===== config.mk =====
export PLATFORM = sky130hd
export DESIGN_NAME = fit_policy_block_allocator_core
export DESIGN_NICKNAME = d
export VERILOG_FILES = /design/src/fpba_pkg.sv /design/src/fpba_ram.sv /design/src/fpba_pick.sv /design/src/fit_policy_block_allocator_core.sv
export VERILOG_INCLUDE_DIRS = /design/src /design/src/src
export SDC_FILE = /design/constraint.sdc
export NUM_CORES = 1
export LEC_CHECK = 0
export BUFFER_PORTS_ARGS = -buffer_cell sky130_fd_sc_hd__buf_2
export CORE_MARGIN = 1.5
export CORE_UTILIZATION = 57
export DETAILED_ROUTE_END_ITERATION = 10
export PLACE_DENSITY = 0.74
export SYNTH_ARGS = -nofsm -noshare
export SYNTH_HDL_FRONTEND = slang
export SYNTH_HIERARCHICAL = 1
export SYNTH_SLANG_ARGS = --single-unit

===== constraint.sdc =====
create_clock -name clk -period 4.4 [get_ports clk]
set_input_delay 0.44 -clock clk [delete_from_list [all_inputs] [get_ports clk]]
set_output_delay 0.44 -clock clk [all_outputs]
set_load 0.1 [all_outputs]

===== src/fit_policy_block_allocator_core_assert.svh =====
// Assertion macros shared by the allocator RTL files.
`ifndef FIT_POLICY_BLOCK_ALLOCATOR_CORE_ASSERT_SVH
`define FIT_POLICY_BLOCK_ALLOCATOR_CORE_ASSERT_SVH

`ifndef ASSERT_OFF
// Same-cycle implication: whenever ante holds, cons must hold too.
`define FPBA_ASSERT_IMP(lbl, clk, rst, ante, cons) \
  lbl: assert property (@(posedge clk) disable iff (rst) (ante) |-> (cons)) \
    else $error("assertion failed");
// Next-cycle implication: whenever ante holds, cons must hold in the next cycle.
`define FPBA_ASSERT_NXT(lbl, clk, rst, ante, cons) \
  lbl: assert property (@(posedge clk) disable iff (rst) (ante) |=> (cons)) \
    else $error("assertion failed");
`else
`define FPBA_ASSERT_IMP(lbl, clk, rst, ante, cons)
`define FPBA_ASSERT_NXT(lbl, clk, rst, ante, cons)
`endif

`endif


===== src/fpba_pkg.sv =====
// Shared types and constants of the fit-policy block allocator.
package fpba_pkg;

  localparam int IDX_FIELD_W = 4;
  localparam int AMT_FIELD_W = 16;
  localparam int POL_W       = 2;
  localparam int NB_W        = 5;
  localparam int TDATA_W     = 24;

  localparam logic [POL_W-1:0] POL_BEST  = 2'd0;
  localparam logic [POL_W-1:0] POL_WORST = 2'd1;
  localparam logic [POL_W-1:0] POL_FIRST = 2'd2;
  localparam logic [POL_W-1:0] POL_NEXT  = 2'd3;

  localparam logic REQ_LOAD  = 1'b0;
  localparam logic REQ_ALLOC = 1'b1;

  localparam logic CFG_POLICY     = 1'b0;
  localparam logic CFG_NUM_BLOCKS = 1'b1;

  localparam logic [NB_W-1:0] NUM_BLOCKS_RESET = 5'd16;

  // Control inputs of the selection unit.
  typedef struct packed {
    logic             clear;
    logic             valid;
    logic [POL_W-1:0] policy;
  } pick_ctl_t;

endpackage


===== src/fpba_ram.sv =====
// Generic single-write, single-read RAM with a registered read port.
module fpba_ram #(
  parameter int WIDTH = 16,
  parameter int DEPTH = 16
) (
  input  logic                                   clk,
  input  logic                                   we,
  input  logic [(DEPTH > 1 ? $clog2(DEPTH) : 1)-1:0] waddr,
  input  logic [WIDTH-1:0]                       wdata,
  input  logic [(DEPTH > 1 ? $clog2(DEPTH) : 1)-1:0] raddr,
  output logic [WIDTH-1:0]                       rdata
);

  logic [WIDTH-1:0] mem [DEPTH];

  always_ff @(posedge clk) begin
    if (we) begin
      mem[waddr] <= wdata;
    end
    rdata <= mem[raddr];
  end

endmodule


===== src/fpba_pick.sv =====
// Selection unit: keeps the running choice while table entries stream past.
module fpba_pick #(
  parameter int SIZE_W = 16,
  parameter int IDX_W  = 4
) (
  input  logic                 clk,
  input  logic                 rst,
  input  fpba_pkg::pick_ctl_t  ctl,
  input  logic [IDX_W-1:0]     idx,
  input  logic [SIZE_W-1:0]    data,
  input  logic [SIZE_W-1:0]    req,
  output logic                 found,
  output logic [IDX_W-1:0]     best_idx,
  output logic [SIZE_W-1:0]    best_val
);

  logic fits;
  logic take;

  // First and next fit keep the first fitting entry in scan order; best and
  // worst fit replace it only on a strictly better size, so ties go early.
  always_comb begin
    fits = (data >= req);
    take = ctl.valid && fits &&
           (!found ||
            (ctl.policy == fpba_pkg::POL_BEST  && data < best_val) ||
            (ctl.policy == fpba_pkg::POL_WORST && data > best_val));
  end

  always_ff @(posedge clk) begin
    if (rst) begin
      found <= 1'b0;
    end else if (ctl.clear) begin
      found <= 1'b0;
    end else if (take) begin
      found <= 1'b1;
    end
  end

  always_ff @(posedge clk) begin
    if (take && !ctl.clear) begin
      best_idx <= idx;
      best_val <= data;
    end
  end

endmodule


===== src/fit_policy_block_allocator_core.sv =====
// Top level of the fit-policy block allocator.
//
// The block keeps the remaining size of up to BLOCKS memory blocks in one
// RAM. A load beat (tuser 0) writes one block's size and returns the
// next-fit pointer to block 0; it produces no output beat. An allocate beat
// (tuser 1) reads every block in use, one per cycle through the RAM read
// port, while a selection unit keeps the best candidate under the
// configured policy (best, worst, first or next fit). The chosen block is
// then written back reduced by the request, and one output beat reports the
// grant, the block index and the remainder. The scan is sequential because
// the table RAM has a single read port. Writes happen only in the idle and
// write-back states and reads only in the scan state, so a read never meets
// a write to the same entry. Table entries have no reset value: allocate
// only over blocks that have been loaded. The user must write the
// configuration registers through cfg_we/cfg_index/cfg_data only while no
// allocate is in flight; the block does not enforce this.
module fit_policy_block_allocator_core #(
  parameter int BLOCKS     = 16,
  parameter int SIZE_WIDTH = 16
) (
  input  logic                              clk,
  input  logic                              rst,
  // Configuration write port: index 0 policy, index 1 num_blocks.
  input  logic                              cfg_we,
  input  logic                              cfg_index,
  input  logic [fpba_pkg::NB_W-1:0]         cfg_data,
  // Request stream.
  input  logic                              s_tvalid,
  output logic                              s_tready,
  // s_tdata, from bit 0: block_index[3:0], amount[19:4], zero fill[23:20].
  input  logic [fpba_pkg::TDATA_W-1:0]      s_tdata,
  // s_tuser: req_type[0].
  input  logic [0:0]                        s_tuser,
  // Result stream.
  output logic                              m_tvalid,
  input  logic                              m_tready,
  // m_tdata, from bit 0: chosen_block[3:0], remaining_after[19:4], zero[23:20].
  output logic [fpba_pkg::TDATA_W-1:0]      m_tdata,
  // m_tuser: granted[0].
  output logic [0:0]                        m_tuser
);

`include "fit_policy_block_allocator_core_assert.svh"

  localparam int IDX_W = (BLOCKS > 1) ? $clog2(BLOCKS) : 1;
  localparam int CNT_W = $clog2(BLOCKS + 1);
  localparam int CMP_W = (CNT_W > fpba_pkg::NB_W) ? CNT_W : fpba_pkg::NB_W;
  localparam int IXC_W = (CMP_W > fpba_pkg::IDX_FIELD_W) ? CMP_W : fpba_pkg::IDX_FIELD_W;

  typedef enum logic [3:0] {
    S_IDLE = 4'b0001,
    S_SCAN = 4'b0010,
    S_WAIT = 4'b0100,
    S_WB   = 4'b1000
  } state_t;

  // Control and configuration registers.
  state_t                       state;
  logic [fpba_pkg::POL_W-1:0]   policy;
  logic [fpba_pkg::NB_W-1:0]    num_blocks;
  logic [IDX_W-1:0]             next_ptr;
  logic                         rd_valid;

  // Scan registers.
  logic [IDX_W-1:0]             scan_pos;
  logic [IDX_W-1:0]             rd_idx;
  logic [CNT_W-1:0]             scan_left;
  logic [SIZE_WIDTH-1:0]        req_amt;

  // Output payload registers.
  logic                         out_granted;
  logic [fpba_pkg::IDX_FIELD_W-1:0] out_chosen;
  logic [fpba_pkg::AMT_FIELD_W-1:0] out_rem;

  // Decoded input beat.
  logic                             in_type;
  logic [fpba_pkg::IDX_FIELD_W-1:0] in_idx;
  logic [SIZE_WIDTH-1:0]            in_amt;
  logic                             in_fire;
  logic                             load_in_range;

  logic [CNT_W-1:0]             cnt;
  logic [CMP_W-1:0]             nb_ext;
  logic [IDX_W-1:0]             start_pos;
  logic [IDX_W-1:0]             pos_next;
  logic [CNT_W-1:0]             pos_inc;
  logic                         out_free;

  // RAM and selection unit connections.
  logic                         ram_we;
  logic [IDX_W-1:0]             ram_waddr;
  logic [SIZE_WIDTH-1:0]        ram_wdata;
  logic [SIZE_WIDTH-1:0]        ram_rdata;
  fpba_pkg::pick_ctl_t          pick_ctl;
  logic                         found;
  logic [IDX_W-1:0]             best_idx;
  logic [SIZE_WIDTH-1:0]        best_val;
  logic [SIZE_WIDTH-1:0]        rest;

  always_comb begin
    in_type  = s_tuser[0];
    in_idx   = s_tdata[fpba_pkg::IDX_FIELD_W-1:0];
    // Requests and sizes are taken at the table's size width.
    in_amt   = SIZE_WIDTH'(s_tdata[fpba_pkg::IDX_FIELD_W +: fpba_pkg::AMT_FIELD_W]);
    s_tready = (state == S_IDLE);
    in_fire  = s_tvalid && s_tready;

    // A load outside the table is dropped but still clears the pointer.
    load_in_range = (IXC_W'(in_idx) < IXC_W'(BLOCKS));

    // A block count above the table size saturates to the table size.
    nb_ext = CMP_W'(num_blocks);
    cnt    = (nb_ext > CMP_W'(BLOCKS)) ? CNT_W'(BLOCKS) : CNT_W'(nb_ext);

    // Next fit starts at the pointer when it lies inside the blocks in use;
    // every other policy, and a stale pointer, starts at block 0.
    start_pos = (policy == fpba_pkg::POL_NEXT && CNT_W'(next_ptr) < cnt) ?
                next_ptr : '0;
    // The scan wraps to block 0 after the last block in use.
    pos_inc  = CNT_W'(scan_pos) + CNT_W'(1);
    pos_next = (pos_inc < cnt) ? IDX_W'(pos_inc) : '0;

    out_free = !m_tvalid || m_tready;
    rest     = best_val - req_amt;

    ram_we    = 1'b0;
    ram_waddr = IDX_W'(in_idx);
    ram_wdata = in_amt;
    if (in_fire && in_type == fpba_pkg::REQ_LOAD && load_in_range) begin
      ram_we = 1'b1;
    end else if (state == S_WB && out_free && found) begin
      ram_we    = 1'b1;
      ram_waddr = best_idx;
      ram_wdata = rest;
    end

    pick_ctl.clear  = in_fire && in_type == fpba_pkg::REQ_ALLOC;
    pick_ctl.valid  = rd_valid;
    pick_ctl.policy = policy;

    m_tdata = {{(fpba_pkg::TDATA_W - fpba_pkg::IDX_FIELD_W - fpba_pkg::AMT_FIELD_W){1'b0}},
               out_rem, out_chosen};
    m_tuser = out_granted;
  end

  fpba_ram #(
    .WIDTH (SIZE_WIDTH),
    .DEPTH (BLOCKS)
  ) u_table (
    .clk   (clk),
    .we    (ram_we),
    .waddr (ram_waddr),
    .wdata (ram_wdata),
    .raddr (scan_pos),
    .rdata (ram_rdata)
  );

  fpba_pick #(
    .SIZE_W (SIZE_WIDTH),
    .IDX_W  (IDX_W)
  ) u_pick (
    .clk      (clk),
    .rst      (rst),
    .ctl      (pick_ctl),
    .idx      (rd_idx),
    .data     (ram_rdata),
    .req      (req_amt),
    .found    (found),
    .best_idx (best_idx),
    .best_val (best_val)
  );

  // Configuration registers.
  always_ff @(posedge clk) begin
    if (rst) begin
      policy     <= fpba_pkg::POL_BEST;
      num_blocks <= fpba_pkg::NUM_BLOCKS_RESET;
    end else if (cfg_we) begin
      case (cfg_index)
        fpba_pkg::CFG_POLICY:     policy     <= cfg_data[fpba_pkg::POL_W-1:0];
        fpba_pkg::CFG_NUM_BLOCKS: num_blocks <= cfg_data;
        default: ;
      endcase
    end
  end

  // Sequencer: idle, scan (one read per cycle), wait for the last read data
  // to reach the selection unit, then write back and post the result.
  always_ff @(posedge clk) begin
    if (rst) begin
      state    <= S_IDLE;
      next_ptr <= '0;
      rd_valid <= 1'b0;
      m_tvalid <= 1'b0;
    end else begin
      rd_valid <= (state == S_SCAN);
      if (m_tvalid && m_tready) begin
        m_tvalid <= 1'b0;
      end
      case (state)
        S_IDLE: begin
          if (in_fire) begin
            if (in_type == fpba_pkg::REQ_LOAD) begin
              next_ptr <= '0;
            end else begin
              // With no block in use the request goes straight to a refusal.
              state <= (cnt == '0) ? S_WB : S_SCAN;
            end
          end
        end
        S_SCAN: begin
          if (scan_left == CNT_W'(1)) begin
            state <= S_WAIT;
          end
        end
        S_WAIT: begin
          state <= S_WB;
        end
        S_WB: begin
          if (out_free) begin
            m_tvalid <= 1'b1;
            if (found && policy == fpba_pkg::POL_NEXT) begin
              next_ptr <= best_idx;
            end
            state <= S_IDLE;
          end
        end
        default: begin
          state <= S_IDLE;
        end
      endcase
    end
  end

  // Scan and result payload registers.
  always_ff @(posedge clk) begin
    if (state == S_IDLE && in_fire) begin
      req_amt   <= in_amt;
      scan_pos  <= start_pos;
      scan_left <= cnt;
    end else if (state == S_SCAN) begin
      scan_pos  <= pos_next;
      scan_left <= scan_left - CNT_W'(1);
    end
    rd_idx <= scan_pos;
    if (state == S_WB && out_free) begin
      out_granted <= found;
      out_chosen  <= found ? fpba_pkg::IDX_FIELD_W'(best_idx) : '0;
      out_rem     <= found ? fpba_pkg::AMT_FIELD_W'(rest) : '0;
    end
  end

  // The table is never written while a scan reads it.
  `FPBA_ASSERT_IMP(a_no_write_in_scan, clk, rst, ram_we, state != S_SCAN)
  // A scan always has reads left to issue.
  `FPBA_ASSERT_IMP(a_scan_left, clk, rst, state == S_SCAN, scan_left != '0)
  // A granted choice always covers the request, so the remainder never wraps.
  `FPBA_ASSERT_IMP(a_fit_covers, clk, rst, state == S_WB && found, best_val >= req_amt)
  // Read data is marked valid only right after a scan cycle.
  `FPBA_ASSERT_NXT(a_rd_follows_scan, clk, rst, state != S_SCAN, !rd_valid)

endmodule

==> flow_summary.json <==
{
  "outcome": "completed",
  "synth-seq-cells": 360,
  "cp.arrival_ns": 3.19,
  "finalWirelength_um": 32300,
  "rsz0062_at_grt": "false",
  "firstDrtPassIters": 5,
  "cts-htree-levels": 2,
  "yosys.area_share.simple": 0.0637,
  "crit_required_ns": 4.53,
  "grt-ovfl-total": 0,
  "synthCells": 951,
  "port_buffers": 54,
  "worst_skew_pair.late_latency_ns": 0.53,
  "root_buffer": "clkbuf_16",
  "grt_pass1_vias": 8667,
  "power_density_nw_per_um2": 507,
  "grt_max_degree": 67,
  "maxCapViolations": 0,
  "worst_slew_pin_slew_ns": 1.29,
  "synth_warnings": 6,
  "synth-compound-area-share": 0.0642,
  "cts_resized": 0,
  "synthXorXnorAreaFrac": 0.00908,
  "multi_input_area_um2": 4620,
  "synth_top_family_by_area": "multiplexers",
  "fin_cells": 1412,
  "fin_tns_setup_ns": 0,
  "core-area_um2": 26700,
  "post_drt_via_cell_ratio": 6.13,
  "synth_edf_count": 322,
  "drive_gt1_frac": 0.214,
  "area_growth_pct": 12.9,
  "initial_core_util": 0.578,
  "hp-class": "primary input to register",
  "vias": 8655,
  "clock-sinks": 360,
  "fin_util": 0.652,
  "antenna_left": 0,
  "post_cts_buffers": 0,
  "setup_violations": 0,
  "seq_area_frac_synth": 0.676,
  "grt_pass1_wl_um": 49300,
  "track_usage": 0.234,
  "sequential_cell_area_um2": 10400,
  "async_reset_ff_frac": 0,
  "finClkSkew_ns": 0.0159,
  "die_area_um2": 28100,
  "dp.cells": 1346,
  "hold_viol": 0,
  "wire_per_inst_um": 22.9,
  "yosysUniqueCellTypes": 72,
  "die_w_um": 168,
  "cts_hold_buf": 0,
  "cts_made_buffers": 37,
  "synthMuxAreaShare": 0.111,
  "drc": 0,
  "irDropWorstVdd_uv": 258,
  "leakage_nw": 6.34,
  "fin_crit_sh": 0.695,
  "synthAdderAreaFrac": 0.0473,
  "relSlewSlack": 0.143,
  "start_kind": "register",
  "hpwl_um": 20400,
  "critPathCaptureType": "register",
  "period_needed_ns": 3.06,
  "cts_tree": "built",
  "pin_count": 63,
  "antenna_cells": 0,
  "syn_area_per_cell_um2": 16.2,
  "synth_area_um2": 15400,
  "cp_max_fo": 24,
  "die_y_um": 168,
  "drt_iter0_markers": 866,
  "clock_path_buffers": 3,
  "antenna_found_initial": 0,
  "rows": 60,
  "clk_pin_slew_worst_paths_ns": 0.06,
  "fillers": 1852,
  "slew_violations": 0,
  "routabilityCongestion": 0.891,
  "final_nets": 1137,
  "fmax_ghz": 0.327,
  "worstSetupPathType": "register to register",
  "ys.flop_type": "edfxtp_1"
}
[cell families after synthesis]
| group | Yosys count |
|---|---|
| buf+inv | 93 |
| simple gates | 191 |
| fa+ha+maj | 58 |
| other cells | 1 |
| flops | 360 |
| mux | 83 |
| compound gates | 149 |
| xor+xnor | 16 |
[layout make-up]
| cell class | instances | area share |
|---|---|---|
| sequential | 360 | 0.599 |
| inverter | 60 | 0.0131 |
| clock inverter | 22 | 0.0134 |
| tap | 341 | 0.0245 |
| clock buffer | 44 | 0.0564 |
| multi-input combinational | 501 | 0.265 |
| timing repair buffer | 84 | 0.0292 |
[metal layers]
| metal | share of wire | GRT usage | wire [um] | vias up |
|---|---|---|---|---|
| met5 | 0 | 0 | 0 | - |
| met4 | 0.032 | 0.0897 | 1040 | 0 |
| met3 | 0.058 | 0.0338 | 1860 | 79 |
| met2 | 0.48 | 0.384 | 15600 | 307 |
| met1 | 0.43 | 0.322 | 13700 | 4385 |
| li1 | - | - | - | 3884 |
[state kept, by name, summed over array words and instances (netlist names)]
signal           count
m_tvalid             1
u_pick/found         1
req_amt             16
out_chosen           4
out_rem             16
nb_ext               5
scan_pos             4
u_pick/best_val     16
u_table/rdata       16
rd_valid             1
m_tuser              1
u_table/mem        256
u_pick/best_idx      4
rd_idx               4
policy               2
scan_left            5
state                4
next_ptr             4
[worst max-delay path: stages (launching register included)]
cell	delay, ns
dfxtp_1	0.39
nor4b_4	0.46
and2_1	0.32
buf_4	0.37
a21oi_1	0.12
o22ai_1	0.98
[report_power, final]
part	internal [mW]	switching, mW
clock	1.84	1.28
sequential	3.93	0.145
combinational	0.695	0.941
[path summary, 6_finish.rpt]
check	startpoint	to	slack (ns)	depth (start not counted)
worst max-delay path	state[0]	u_table/mem[4][9]	1.34	5
worst min-delay path	s_tdata[19]	req_amt[15]	0.11	1
worst max register to register	state[0]	u_table/mem[4][9]	1.34	5
worst min register to register	rd_idx[2]	u_pick/best_idx[2]	0.40	0
[cell usage after synthesis (3+ instances only)]
cell type	n	area, um^2
xor2_1	6	52.6
xnor2_1	10	87.6
a21o_1	10	75.1
mux2i_1	6	60.1
buf_4	7	52.6
o21ai_0	24	120
ha_1	56	701
and3_1	6	37.5
mux4_2	54	1220
a21oi_1	45	225
o21a_1	3	22.5
nand2b_1	12	75.1
and2_1	15	93.8
nand4_1	10	62.6
nor3_1	8	40.0
nor2_1	40	150
mux2_4	8	120
nand3_1	18	90.1
mux2_2	5	56.3
a22o_1	3	26.3
edfxtp_1	322	9670
buf_1	4	15.0
a211oi_1	3	22.5
inv_1	58	218
nand2_1	54	203
clkbuf_1	12	45.0
dfxtp_1	38	761
buf_6	8	90.1
o22ai_1	3	18.8
nor2b_1	10	62.6
mux4_1	10	263
a22oi_1	32	240
[through the flow]
step / cell area [um^2] / setup WS (ns) / power [mW] / hold WS, ns
4_1_cts: 17400 / 1.33 / 8.89 / 0.0953
2_1_floorplan: 15400 / 0.331 / 5.30 / 0.386
6_report: 17400 / 1.34 / 8.83 / 0.105
3_5_place_dp: 16200 / 1.36 / 5.76 / 0.390
3_3_place_gp: 16200 / 1.43 / 5.72 / 0.386
5_1_grt: 17400 / 1.13 / 9.17 / 0.104
[placed cells by master (no fill, tap or decap), types with 18 or more instances in the layout]
cell type / count
a21oi_1: 45
a22oi_1: 32
buf_2: 54
buf_4: 29
clkbuf_16: 38
dfxtp_1: 38
edfxtp_1: 322
ha_1: 56
inv_1: 58
mux4_2: 54
nand2_1: 54
nand3_1: 18
nor2_1: 35
o21ai_0: 24
Power figures use the tool's default switching activity.
